===== config.mk =====
export PLATFORM = sky130hd
export DESIGN_NAME = idle_age_eviction_table_flat
export DESIGN_NICKNAME = d
export VERILOG_FILES = /design/src/rtl/iaet_pkg.sv /design/src/rtl/iaet_if.sv /design/src/rtl/idle_age_eviction_table.sv /design/src/rtl/iaet_store.sv /design/src/flat_wrapper.sv
export SDC_FILE = /design/constraint.sdc
export NUM_CORES = 2
export LEC_CHECK = 0
export BUFFER_PORTS_ARGS = -buffer_cell sky130_fd_sc_hd__buf_4
export CAP_MARGIN = 20
export CORE_MARGIN = 3
export CORE_UTILIZATION = 50
export DETAILED_ROUTE_END_ITERATION = 6
export GPL_ROUTABILITY_DRIVEN = 0
export GPL_TIMING_DRIVEN = 0
export HOLD_SLACK_MARGIN = 0.1
export PLACE_DENSITY = 0.68
export SYNTH_ARGS = -nofsm -noshare
export SYNTH_HDL_FRONTEND = slang
export SYNTH_SLANG_ARGS = --single-unit
export TNS_END_PERCENT = 50

===== constraint.sdc =====
create_clock -name clk -period 8.4 [get_ports clk]
set_clock_uncertainty 0.05 [all_clocks]
set_input_delay 0.84 -clock clk [delete_from_list [all_inputs] [get_ports clk]]
set_output_delay 0.84 -clock clk [all_outputs]
set_load 0.02 [all_outputs]

===== src/rtl/iaet_pkg.sv =====
// Shared types and constants for the idle-age eviction table.
// Has no dependencies. The interfaces, the store and the top level use it.
package iaet_pkg;

  localparam int TAG_W   = 16;
  localparam int TIME_W  = 32;
  localparam int TOTAL_W = 6;
  localparam int KIND_W  = 2;
  localparam int REG_W   = 32;
  localparam int RIDX_W  = 1;

  localparam logic [KIND_W-1:0] KIND_INS_OK   = 2'd0;
  localparam logic [KIND_W-1:0] KIND_INS_FULL = 2'd1;
  localparam logic [KIND_W-1:0] KIND_EVICTED  = 2'd2;
  localparam logic [KIND_W-1:0] KIND_DONE     = 2'd3;

  localparam logic REQ_INSERT = 1'b0;
  localparam logic REQ_SWEEP  = 1'b1;

  localparam logic [RIDX_W-1:0] REG_IDLE_LIMIT   = 1'd0;
  localparam logic [RIDX_W-1:0] REG_REPORT_LIMIT = 1'd1;

  localparam logic [TIME_W-1:0]  IDLE_LIMIT_RST   = 32'd86400;
  localparam logic [TOTAL_W-1:0] REPORT_LIMIT_RST = 6'd32;

  typedef struct packed {
    logic [TAG_W-1:0]  tag;
    logic              auto_flag;
    logic              path_flag;
    logic [TIME_W-1:0] stamp;
  } entry_t;

  typedef struct packed {
    logic   en;
    entry_t entry;
  } store_wr_t;

endpackage


===== src/rtl/iaet_if.sv =====
// Valid/ready channel interfaces for requests and results.
// Depends on iaet_pkg for field widths.
interface iaet_req_if;
  logic                         valid;
  logic                         ready;
  logic                         req_type;
  logic [iaet_pkg::TAG_W-1:0]   entry_tag;
  logic                         entry_auto;
  logic                         entry_has_path;
  logic [iaet_pkg::TIME_W-1:0]  entry_time;
  logic [iaet_pkg::TIME_W-1:0]  now_time;

  modport source (output valid, req_type, entry_tag, entry_auto, entry_has_path,
                  entry_time, now_time, input ready);
  modport sink (input valid, req_type, entry_tag, entry_auto, entry_has_path,
                entry_time, now_time, output ready);
endinterface

interface iaet_res_if;
  logic                         valid;
  logic                         ready;
  logic [iaet_pkg::KIND_W-1:0]  result_kind;
  logic [iaet_pkg::TAG_W-1:0]   evicted_tag;
  logic                         listed;
  logic [iaet_pkg::TOTAL_W-1:0] evicted_total;
  logic                         last;

  modport source (output valid, result_kind, evicted_tag, listed, evicted_total, last,
                  input ready);
  modport sink (input valid, result_kind, evicted_tag, listed, evicted_total, last,
                output ready);
endinterface


===== src/rtl/idle_age_eviction_table.sv =====
// Idle-age eviction table, top level. Depends on iaet_pkg, iaet_if and iaet_store.
//
// An insert gives one result. A sweep walks the table once with
// a read pointer and a write pointer over a single-port-write entry memory: each entry
// passes through a memory read, then one subtract-and-compare of its idle time;
// evictions and the done result wait while the result channel stalls. Kept entries
// are copied down to the write pointer, which keeps order. No new request is taken
// until the sweep done result has been loaded.
module idle_age_eviction_table #(
  parameter int CAPACITY = 32
) (
  input  logic                          clk,
  input  logic                          rst,
  input  logic                          cfg_we,
  input  logic [iaet_pkg::RIDX_W-1:0]   cfg_index,
  input  logic [iaet_pkg::REG_W-1:0]    cfg_data,
  iaet_req_if.sink                      req,
  iaet_res_if.source                    res
);

  localparam int IW = (CAPACITY > 1) ? $clog2(CAPACITY) : 1;
  localparam int CW = $clog2(CAPACITY + 1);

  localparam logic [1:0] ST_IDLE = 2'd0;
  localparam logic [1:0] ST_READ = 2'd1;
  localparam logic [1:0] ST_EVAL = 2'd2;

  logic [1:0]                     state;
  logic [CW-1:0]                  count;
  logic [CW-1:0]                  rd;
  logic [CW-1:0]                  wr;
  logic [iaet_pkg::TOTAL_W-1:0]   evicted;
  logic [iaet_pkg::TIME_W-1:0]    now;
  logic [iaet_pkg::TIME_W-1:0]    idle_limit;
  logic [iaet_pkg::TOTAL_W-1:0]   report_limit;

  logic                           o_valid;
  logic [iaet_pkg::KIND_W-1:0]    o_kind;
  logic [iaet_pkg::TAG_W-1:0]     o_tag;
  logic                           o_listed;
  logic [iaet_pkg::TOTAL_W-1:0]   o_total;
  logic                           o_last;

  iaet_pkg::store_wr_t            st_wr;
  logic [IW-1:0]                  st_wr_addr;
  iaet_pkg::entry_t               rd_data;

  logic                           out_free;
  logic                           req_xfer;
  logic                           has_room;
  logic [iaet_pkg::TIME_W:0]      diff;
  logic                           evict;
  logic                           listed_now;
  logic                           o_load;

  assign out_free = !o_valid || res.ready;
  assign req.ready = (state == ST_IDLE) && out_free;
  assign req_xfer = req.valid && req.ready;
  assign has_room = count < CW'(CAPACITY);

  assign diff = {1'b0, now} - {1'b0, rd_data.stamp};
  assign evict = rd_data.auto_flag && !diff[iaet_pkg::TIME_W] &&
                 (diff[iaet_pkg::TIME_W-1:0] > idle_limit);
  assign listed_now = rd_data.path_flag && (evicted < report_limit);

  assign o_load = ((state == ST_IDLE) && req_xfer &&
                   (req.req_type == iaet_pkg::REQ_INSERT)) ||
                  ((state == ST_READ) && (rd == count) && out_free) ||
                  ((state == ST_EVAL) && evict && out_free);

  always_comb begin
    st_wr.en    = 1'b0;
    st_wr.entry = rd_data;
    st_wr_addr  = wr[IW-1:0];
    if (state == ST_IDLE) begin
      st_wr.en              = req_xfer && (req.req_type == iaet_pkg::REQ_INSERT) && has_room;
      st_wr.entry.tag       = req.entry_tag;
      st_wr.entry.auto_flag = req.entry_auto;
      st_wr.entry.path_flag = req.entry_has_path;
      st_wr.entry.stamp     = req.entry_time;
      st_wr_addr            = count[IW-1:0];
    end else if (state == ST_EVAL) begin
      st_wr.en = !evict;
    end
  end

  iaet_store #(.CAPACITY(CAPACITY)) u_store (
    .clk     (clk),
    .wr      (st_wr),
    .wr_addr (st_wr_addr),
    .rd_addr (rd[IW-1:0]),
    .rd_data (rd_data)
  );

  always_ff @(posedge clk) begin
    if (rst) begin
      state        <= ST_IDLE;
      count        <= '0;
      o_valid      <= 1'b0;
      idle_limit   <= iaet_pkg::IDLE_LIMIT_RST;
      report_limit <= iaet_pkg::REPORT_LIMIT_RST;
    end else begin
      if (cfg_we) begin
        case (cfg_index)
          iaet_pkg::REG_IDLE_LIMIT:   idle_limit <= cfg_data;
          iaet_pkg::REG_REPORT_LIMIT: report_limit <= cfg_data[iaet_pkg::TOTAL_W-1:0];
          default: ;
        endcase
      end
      if (res.ready && !o_load) begin
        o_valid <= 1'b0;
      end
      case (state)
        ST_IDLE: begin
          if (req_xfer) begin
            if (req.req_type == iaet_pkg::REQ_SWEEP) begin
              rd      <= '0;
              wr      <= '0;
              evicted <= '0;
              now     <= req.now_time;
              state   <= ST_READ;
            end else begin
              o_valid  <= 1'b1;
              o_kind   <= has_room ? iaet_pkg::KIND_INS_OK : iaet_pkg::KIND_INS_FULL;
              o_tag    <= '0;
              o_listed <= 1'b0;
              o_total  <= '0;
              o_last   <= 1'b1;
              if (has_room) begin
                count <= count + 1'b1;
              end
            end
          end
        end
        ST_READ: begin
          if (rd == count) begin
            if (out_free) begin
              o_valid  <= 1'b1;
              o_kind   <= iaet_pkg::KIND_DONE;
              o_tag    <= '0;
              o_listed <= 1'b0;
              o_total  <= evicted;
              o_last   <= 1'b1;
              count    <= wr;
              state    <= ST_IDLE;
            end
          end else begin
            state <= ST_EVAL;
          end
        end
        ST_EVAL: begin
          if (evict) begin
            if (out_free) begin
              o_valid  <= 1'b1;
              o_kind   <= iaet_pkg::KIND_EVICTED;
              o_tag    <= rd_data.tag;
              o_listed <= listed_now;
              o_total  <= evicted + 1'b1;
              o_last   <= 1'b0;
              evicted  <= evicted + 1'b1;
              rd       <= rd + 1'b1;
              state    <= ST_READ;
            end
          end else begin
            wr    <= wr + 1'b1;
            rd    <= rd + 1'b1;
            state <= ST_READ;
          end
        end
        default: state <= ST_IDLE;
      endcase
    end
  end

  assign res.valid         = o_valid;
  assign res.result_kind   = o_kind;
  assign res.evicted_tag   = o_tag;
  assign res.listed        = o_listed;
  assign res.evicted_total = o_total;
  assign res.last          = o_last;

  a_count_bound: assert property (@(posedge clk) disable iff (rst)
    count <= CW'(CAPACITY))
    else $error("entry count above capacity");

  a_ptr_order: assert property (@(posedge clk) disable iff (rst)
    (state != ST_IDLE) |-> (wr <= rd && rd <= count))
    else $error("sweep pointers out of order");

  a_evict_tally: assert property (@(posedge clk) disable iff (rst)
    (state != ST_IDLE) |-> (evicted == iaet_pkg::TOTAL_W'(rd - wr)))
    else $error("eviction tally does not match pointer gap");

  a_sweep_start: assert property (@(posedge clk) disable iff (rst)
    (req_xfer && req.req_type == iaet_pkg::REQ_SWEEP) |=>
      (state == ST_READ && rd == '0 && wr == '0))
    else $error("sweep did not start from the first entry");

endmodule


===== src/rtl/iaet_store.sv =====
// Entry memory: one write port and one read port with registered read data.
// Depends on iaet_pkg for the entry type.
module iaet_store #(
  parameter int CAPACITY = 32,
  localparam int IW = (CAPACITY > 1) ? $clog2(CAPACITY) : 1
) (
  input  logic                clk,
  input  iaet_pkg::store_wr_t wr,
  input  logic [IW-1:0]       wr_addr,
  input  logic [IW-1:0]       rd_addr,
  output iaet_pkg::entry_t    rd_data
);

  iaet_pkg::entry_t mem [CAPACITY];

  always_ff @(posedge clk) begin
    if (wr.en) begin
      mem[wr_addr] <= wr.entry;
    end
    rd_data <= mem[rd_addr];
  end

endmodule

===== src/flat_wrapper.sv =====
// flat-port wrapper written by rule: the top's interface ports become plain ports
module idle_age_eviction_table_flat 
#(
  parameter int CAPACITY = 32
)
  (clk, rst, cfg_we, cfg_index, cfg_data, req_valid, req_req_type, req_entry_tag, req_entry_auto, req_entry_has_path, req_entry_time, req_now_time, req_ready, res_valid, res_result_kind, res_evicted_tag, res_listed, res_evicted_total, res_last, res_ready);
  iaet_req_if req_i ();
  iaet_res_if res_i ();
  input  logic clk;
  input  logic rst;
  input  logic cfg_we;
  input  logic [iaet_pkg::RIDX_W-1:0] cfg_index;
  input  logic [iaet_pkg::REG_W-1:0] cfg_data;
  input wire logic [$bits(req_i.valid)-1:0] req_valid;
  input wire logic [$bits(req_i.req_type)-1:0] req_req_type;
  input wire logic [$bits(req_i.entry_tag)-1:0] req_entry_tag;
  input wire logic [$bits(req_i.entry_auto)-1:0] req_entry_auto;
  input wire logic [$bits(req_i.entry_has_path)-1:0] req_entry_has_path;
  input wire logic [$bits(req_i.entry_time)-1:0] req_entry_time;
  input wire logic [$bits(req_i.now_time)-1:0] req_now_time;
  output wire logic [$bits(req_i.ready)-1:0] req_ready;
  output wire logic [$bits(res_i.valid)-1:0] res_valid;
  output wire logic [$bits(res_i.result_kind)-1:0] res_result_kind;
  output wire logic [$bits(res_i.evicted_tag)-1:0] res_evicted_tag;
  output wire logic [$bits(res_i.listed)-1:0] res_listed;
  output wire logic [$bits(res_i.evicted_total)-1:0] res_evicted_total;
  output wire logic [$bits(res_i.last)-1:0] res_last;
  input wire logic [$bits(res_i.ready)-1:0] res_ready;
  assign req_i.valid = req_valid;
  assign req_i.req_type = req_req_type;
  assign req_i.entry_tag = req_entry_tag;
  assign req_i.entry_auto = req_entry_auto;
  assign req_i.entry_has_path = req_entry_has_path;
  assign req_i.entry_time = req_entry_time;
  assign req_i.now_time = req_now_time;
  assign req_ready = req_i.ready;
  assign res_valid = res_i.valid;
  assign res_result_kind = res_i.result_kind;
  assign res_evicted_tag = res_i.evicted_tag;
  assign res_listed = res_i.listed;
  assign res_evicted_total = res_i.evicted_total;
  assign res_last = res_i.last;
  assign res_i.ready = res_ready;
  idle_age_eviction_table #(.CAPACITY(CAPACITY)) u_core (.clk(clk), .rst(rst), .cfg_we(cfg_we), .cfg_index(cfg_index), .cfg_data(cfg_data), .req(req_i), .res(res_i));
endmodule

Word-level counts from Yosys, hierarchy flattened
Memory sizes are Yosys's and may differ from the RTL's. A register that Yosys moved wholly into a read port is not among the register bits.
Cells that the tools add are included.
{"block": "word_totals", "reg_bits": 123, "latch_bits": 0, "ram_bits": 1600, "rom_bits": 0, "in_bits": 121, "output_inout_bits": 28, "word_cells": 143, "n_memories": 1}
{"block": "classes", "n_addsub": 5, "mul": 0, "div": 0, "n_lt_le_gt_ge": 3, "eq_ne": 14, "shifts": 0, "muxes": 69, "bitwise": 3, "reduce_logical": 34}
{"name": "u_core.u_store.mem", "words": 32, "width": 50, "read_ports": 1, "rd_ports_with_merged_regs": 1, "wr": 1, "line_no": "iaet_store.sv:14", "source": "iaet_pkg::entry_t mem [CAPACITY];"}
{"cell": "$mux 16", "n": 6}
{"cell": "$mux 6", "n": 16}
{"cell": "$mux 50", "n": 1}
{"cell": "$pmux 16 s3", "n": 1}
{"cell": "$pmux 6 s2", "n": 4}
{"cell": "$sub 32x32->33", "n": 1}
{"cell": "$gt 32x32->1", "n": 1}
{"cell": "$add 6x1->6 const B", "n": 4}
{"cell": "$mux 2", "n": 12}
{"cell": "$mux 1", "n": 22}
{"cell": "$pmux 6 s3", "n": 1}
{"cell": "$logic_and 1x1->1", "n": 14}
{"cell": "$pmux 2 s3", "n": 2}
{"cell": "$reduce_and 6->1", "n": 2}
{"cell": "$ne 2x1->1 const B", "n": 5}
{"cell": "$reduce_and 5->1", "n": 2}
{"cell": "$pmux 1 s3", "n": 3}
{"cell": "$ne 2x2->1 const B", "n": 4}
{"cell": "$reduce_and 4->1", "n": 2}
{"cell": "$reduce_and 8->1", "n": 1}
{"cell": "$eq 6x6->1", "n": 1}
{"cell": "$lt 6x6->1", "n": 1}
{"cell": "$lt 6x6->1 const B", "n": 1}
{"cell": "$ne 3x2->1 const B", "n": 2}
{"cell": "10 further kinds", "n": 19}

Depth between registers and ports, before layout
{"block": "logic_depth", "word_depth": 14, "ltp_mapped": 21, "depth_no_buf": 20}

By module
From an unflattened synthesis, not the netlist that was laid out.
{"block": "unflattened", "cells_unflattened": 4412, "area_unflattened_um2": 71333.4}
{"mod": "iaet_store", "n_inst": 1, "cells_per_inst": 3504, "area_per_inst_um2": 63248.2, "seq_area_each_um2": 49047.0}
{"mod": "idle_age_eviction_table", "n_inst": 1, "cells_per_inst": 908, "area_per_inst_um2": 8085.3, "seq_area_each_um2": 3223.1}

Worst setup path after synthesis
Ideal clock, no wire load.
{"block": "synth_path", "path_kind": "register to register", "startpoint": "register u_core.now[0] (netlist bit)", "endpoint": "memory u_core.u_store.mem[10][0] (netlist bit), enable pin", "setup_ns": 0.533, "t_arrival_ns": 7.498, "required_time_ns": 7.817, "setup_slack_ns": 0.319, "stages_incl_launch_ff": 22, "path_buffers": 1, "period_less_slack_ns": 8.081, "path_cell_list": "edfxtp_1 inv_1 ha_1 fa_1 nand2b_1 a21oi_1 nor3_2 or4_1 a21boi_2 a211o_1 a21oi_1 xnor2_1 ha_1 nand2_1 o21ai_0 a211oi_1 a211oi_1 o31ai_1 or2_4 nand3b_4 buf_6 a211oi_1"}
{"block": "synth_via", "elab_chain_cells": 9, "word_cells_on_any_way": 10, "cone_classes": "1 x add/sub; 1 x order compare; 4 x mux; 4 x reduce/logical"}
{"element": "start, declared", "line_no": "idle_age_eviction_table.sv:33", "source": "logic [iaet_pkg::TIME_W-1:0] now;"}
{"element": "start signal, assigned", "line_no": "idle_age_eviction_table.sv:120", "source": "now <= req.now_time;"}
{"element": "$sub 32x32->33 *", "line_no": "idle_age_eviction_table.sv:61", "source": "assign diff = {1'b0, now} - {1'b0, rd_data.stamp};"}
{"element": "parallel branches: the longest is 2 deep, another holds $gt 32x32->1"}
{"element": "$logic_and 1x1->1 *", "line_no": "idle_age_eviction_table.sv:62", "source": "assign evict = rd_data.auto_flag && !diff[iaet_pkg::TIME_W] &&"}
{"element": "$logic_not 1->1 *", "line_no": "idle_age_eviction_table.sv:83", "source": "st_wr.en = !evict;"}
{"element": "$mux 1 *", "line_no": "idle_age_eviction_table.sv:82", "source": "end else if (state == ST_EVAL) begin"}
{"element": "$mux 1 *", "line_no": "idle_age_eviction_table.sv:75", "source": "if (state == ST_IDLE) begin"}
{"element": "$mux 1 *", "line_no": "iaet_store.sv:17", "source": "if (wr.en) begin"}
{"element": "$mux 1 (implied by the code) *", "line_no": "iaet_store.sv:18", "source": "mem[wr_addr] <= wr.entry;"}
{"element": "end, declared", "line_no": "iaet_store.sv:14"}
Every way passes the cells marked *.

Worst setup path after layout
{"block": "layout_path", "startpoint": "register u_core.u_store.rd_data[0] (netlist name)", "endpoint": "memory u_core.u_store.mem[17][24] (netlist bit), enable pin"}
{"block": "layout_via", "elab_chain_cells": 9, "word_cells_on_any_way": 10, "cone_classes": "1 x add/sub; 1 x order compare; 4 x mux; 4 x reduce/logical"}
{"element": "$sub 32x32->33 *", "line_no": "idle_age_eviction_table.sv:61"}
{"element": "parallel branches: the longest is 2 deep, another holds $gt 32x32->1"}
{"element": "$logic_and 1x1->1 *", "line_no": "idle_age_eviction_table.sv:62"}
{"element": "$logic_not 1->1 *", "line_no": "idle_age_eviction_table.sv:83"}
{"element": "$mux 1 *", "line_no": "idle_age_eviction_table.sv:82"}
{"element": "$mux 1 *", "line_no": "idle_age_eviction_table.sv:75"}
{"element": "$mux 1 *", "line_no": "iaet_store.sv:17"}
{"element": "$mux 1 (implied by the code) *", "line_no": "iaet_store.sv:18"}
Marked as above.

==> results.yml <==
setup_path:
  start_kind: "register"
  arrival_ns: 7.53
  crit_fanout: 11
  cp.required_ns: 8.84
  criticalPathCategory: "reg2reg"
  cp-end-kind: "register"
finish:
  layout_common_cells: "1676 x edfxtp_1, 500 x mux4_2, 175 x clkbuf_16"
  areaGrowthSynthToFinish_pct: 18.66
  drive_above_1_share: 0.3299
  diodes: 0
  final_common_cell: "edfxtp_1"
  regArea_mm2: 0.05227
  fillerInstances: 9566
  multi_input_area_mm2: 0.01716
  nNetsFinal: 4005
clock_tree:
  cts_tree: "yes"
  cts_made_buffers: 171
  clock_latency_ns: 0.80
  cts.sinks: 1773
  htreeDepth: 4
  clock-root-buffer: "clkbuf_16"
  cts_hold_buffers: 0
  clockBufferDepth: 3
  cts_setup_buffers: 0
  clk_pin_slew_ns: 0.06
  cts-resized-gates: 0
timing:
  fmax_ghz: 0.1409
  worst_slack_ns: 1.305
  fin_crit_sh: 0.8447
  rsz0062_at_grt: "false"
  setup_viol: 0
  finalHoldViolCount: 0
  tightest_slew_ns: 1.233
  slew_violations: 0
  min_period_ns: 7.095
  slew_headroom: 0.1783
route:
  drt_iter0_drc: 4956
  wirelength_mm: 178.5
  drc_errors: 0
  dr.pass1.iters: 7
  drtAntennaViolNets: 0
  vias: 35610
  via_per_inst: 6.120
  wl_per_cell_um: 30.67
hold_path:
  hp-class: "in2reg"
global_route:
  grt_overflow: 0
  grt_max_degree: 33
  antenna_found_initial: 4
  grt_pass1_vias: 36250
  grt_usage: 0.2485
  grt_pass1_wl_mm: 257.3
floorplanning:
  ios: 149
  die_x_um: 379.8
  core_mm2: 0.1382
  initial_core_util: 0.5056
  rows: 136
  die_h_um: 379.8
  fp.dieArea_mm2: 0.1442
power:
  combPwrFrac: 0.077
  switching_share: 0.2221
  ir_worst_vdd_mv: 0.2047
  switchingPower_mw: 4.230
  p_int_mw: 14.81
  powerDensity_mw_per_mm2: 229.7
  seqPwrFrac: 0.528
  p_clk_frac: 0.395
  leakagePower_nw: 26.83
  power_mw: 19.04
yosys:
  ys_warn_count: 0
  syn_nets: 3484
  seq_area_frac_synth: 0.7482
  syn-cell-area_mm2: 0.06986
  synth_seq_cells: 1773
  ys.flop_type: "edfxtp_1"
  synthArstFlopShare: 0
  synth_edf_count: 1676
  synth_cells: 3285
  ys_types: 68
  avgSynthCellArea_um2: 21.27
place:
  dp_hpwl_mm: 121.9
  port_buffers: 146
  place_ws_ns: 1.335
status:
  status: "finished clean"
job:
  cap_violations: 0
-- metrics by stage --
stage | utilization | cell area [µm²] | std cells | TNS [ns] | hold WS, ns
detailed placement | 0.5579 | 77080 | 5478 | 0 | 0.4002
global route | 0.5999 | 82890 | 5819 | 0 | 0.1382
CTS | 0.5980 | 82630 | 5801 | 0 | 0.1124
global placement | 0.5304 | 73290 | 5294 | -9568.92 | 0.3964
floorplan | - | 69860 | 3285 | 0 | 0.3854
finish | 0.5999 | 82890 | 5819 | 0 | 0.1773
-- synthesized netlist by cell type, types with 12 or more instances --
cell type	instances	area (µm²)
nor2b_1	13	81.33
nand2b_1	16	100.1
nor2_1	59	221.5
mux4_2	500	11260
nand2_1	124	465.5
xor2_1	12	105.1
a21o_1	12	90.09
buf_1	22	82.58
a21oi_1	81	405.4
inv_1	85	319.1
mux2_2	70	788.3
ha_1	77	963.4
o21ai_0	62	310.3
buf_2	43	215.2
nand3_1	22	110.1
nor3_1	13	65.06
edfxtp_1	1676	50330
xnor2_1	32	280.3
a211oi_1	39	292.8
dfxtp_1	97	1942
clkbuf_1	94	352.8
and2_1	20	125.1
-- final cells by class --
class,count,share of cell area
Clock inverter,89,0.008860
Multi-Input combinational cell,1264,0.2070
Sequential cell,1773,0.6306
Inverter,86,0.003894
Buffer,162,0.008271
Tap cell,1863,0.02812
Timing Repair Buffer,348,0.05526
Clock buffer,234,0.05804
-- power groups by stage --
stage,Sequential (mW),Combinational (mW),Clock [mW]
after detailed placement,10.2,1.44,0
after global placement,10.3,1.24,0
after CTS,10.1,1.44,7.63
after floorplan,10.3,0.794,0
after global routing,10.1,1.58,7.98
final,10.1,1.47,7.53
-- cell families (layout without fill, tap and decap cells) --
kind of cell / after synthesis / in the layout / share of synthesized area
xor gates and xnor gates: 44 / 44 / 0.005516
AOI/OAI and AO/OA: 266 / 266 / 0.02414
buffers and inverters: 248 / 919 / 0.01442
adders and majority gates: 78 / 78 / 0.01408
and+or+nand+nor: 304 / 304 / 0.02088
muxes: 572 / 572 / 0.1728
DFF: 1773 / 1773 / 0.7482
-- layer usage --
| layer | wire [µm] | GRT usage |
|---|---|---|
| met3 | 17020 | 0.05221 |
| met5 | 13 | 0 |
| met2 | 87830 | 0.4019 |
| met4 | 4898 | 0.07222 |
| met1 | 68700 | 0.3453 |
-- critical path, stage by stage (launching register included) --
cell,delay [ns]
dfxtp_1,0.33
ha_1,0.23
fa_1,0.41
nand2b_1,0.19
a21oi_1,0.35
nor3_2,0.15
o31ai_1,0.55
a21oi_1,0.22
xnor2_1,0.37
ha_1,0.32
o21ai_0,0.16
nor2_1,0.06
o31ai_1,0.20
a211oi_1,0.13
o31ai_1,0.71
or2_4,0.28
nand3_4,0.21
buf_6,0.27
a211oi_4,0.87
buf_8,0.26
buf_8,0.20
buf_8,0.19
-- final timing paths --
kind         cells after the start  slack [ns]                         end                      start
max reg2reg                     21        1.30  u_core.u_store.mem[17][24]  u_core.u_store.rd_data[0]
max                             21        1.30  u_core.u_store.mem[17][24]  u_core.u_store.rd_data[0]
min reg2reg                      2        0.41       u_core.idle_limit[26]      u_core.idle_limit[26]
min                              1        0.18              u_core.now[27]           req_now_time[27]
-- registers in the layout, summed over array words and instances (netlist names), 6 cells and up --
signal,flops
u_core.count,6
u_core.evicted,6
u_core.rd,6
u_core.now,32
u_core.res.evicted_total,6
u_core.report_limit,6
u_core.u_store.rd_data,50
u_core.u_store.mem,1600
u_core.idle_limit,32
u_core.wr,6
u_core.res.evicted_tag,16
Power figures use the tool's default switching activity.
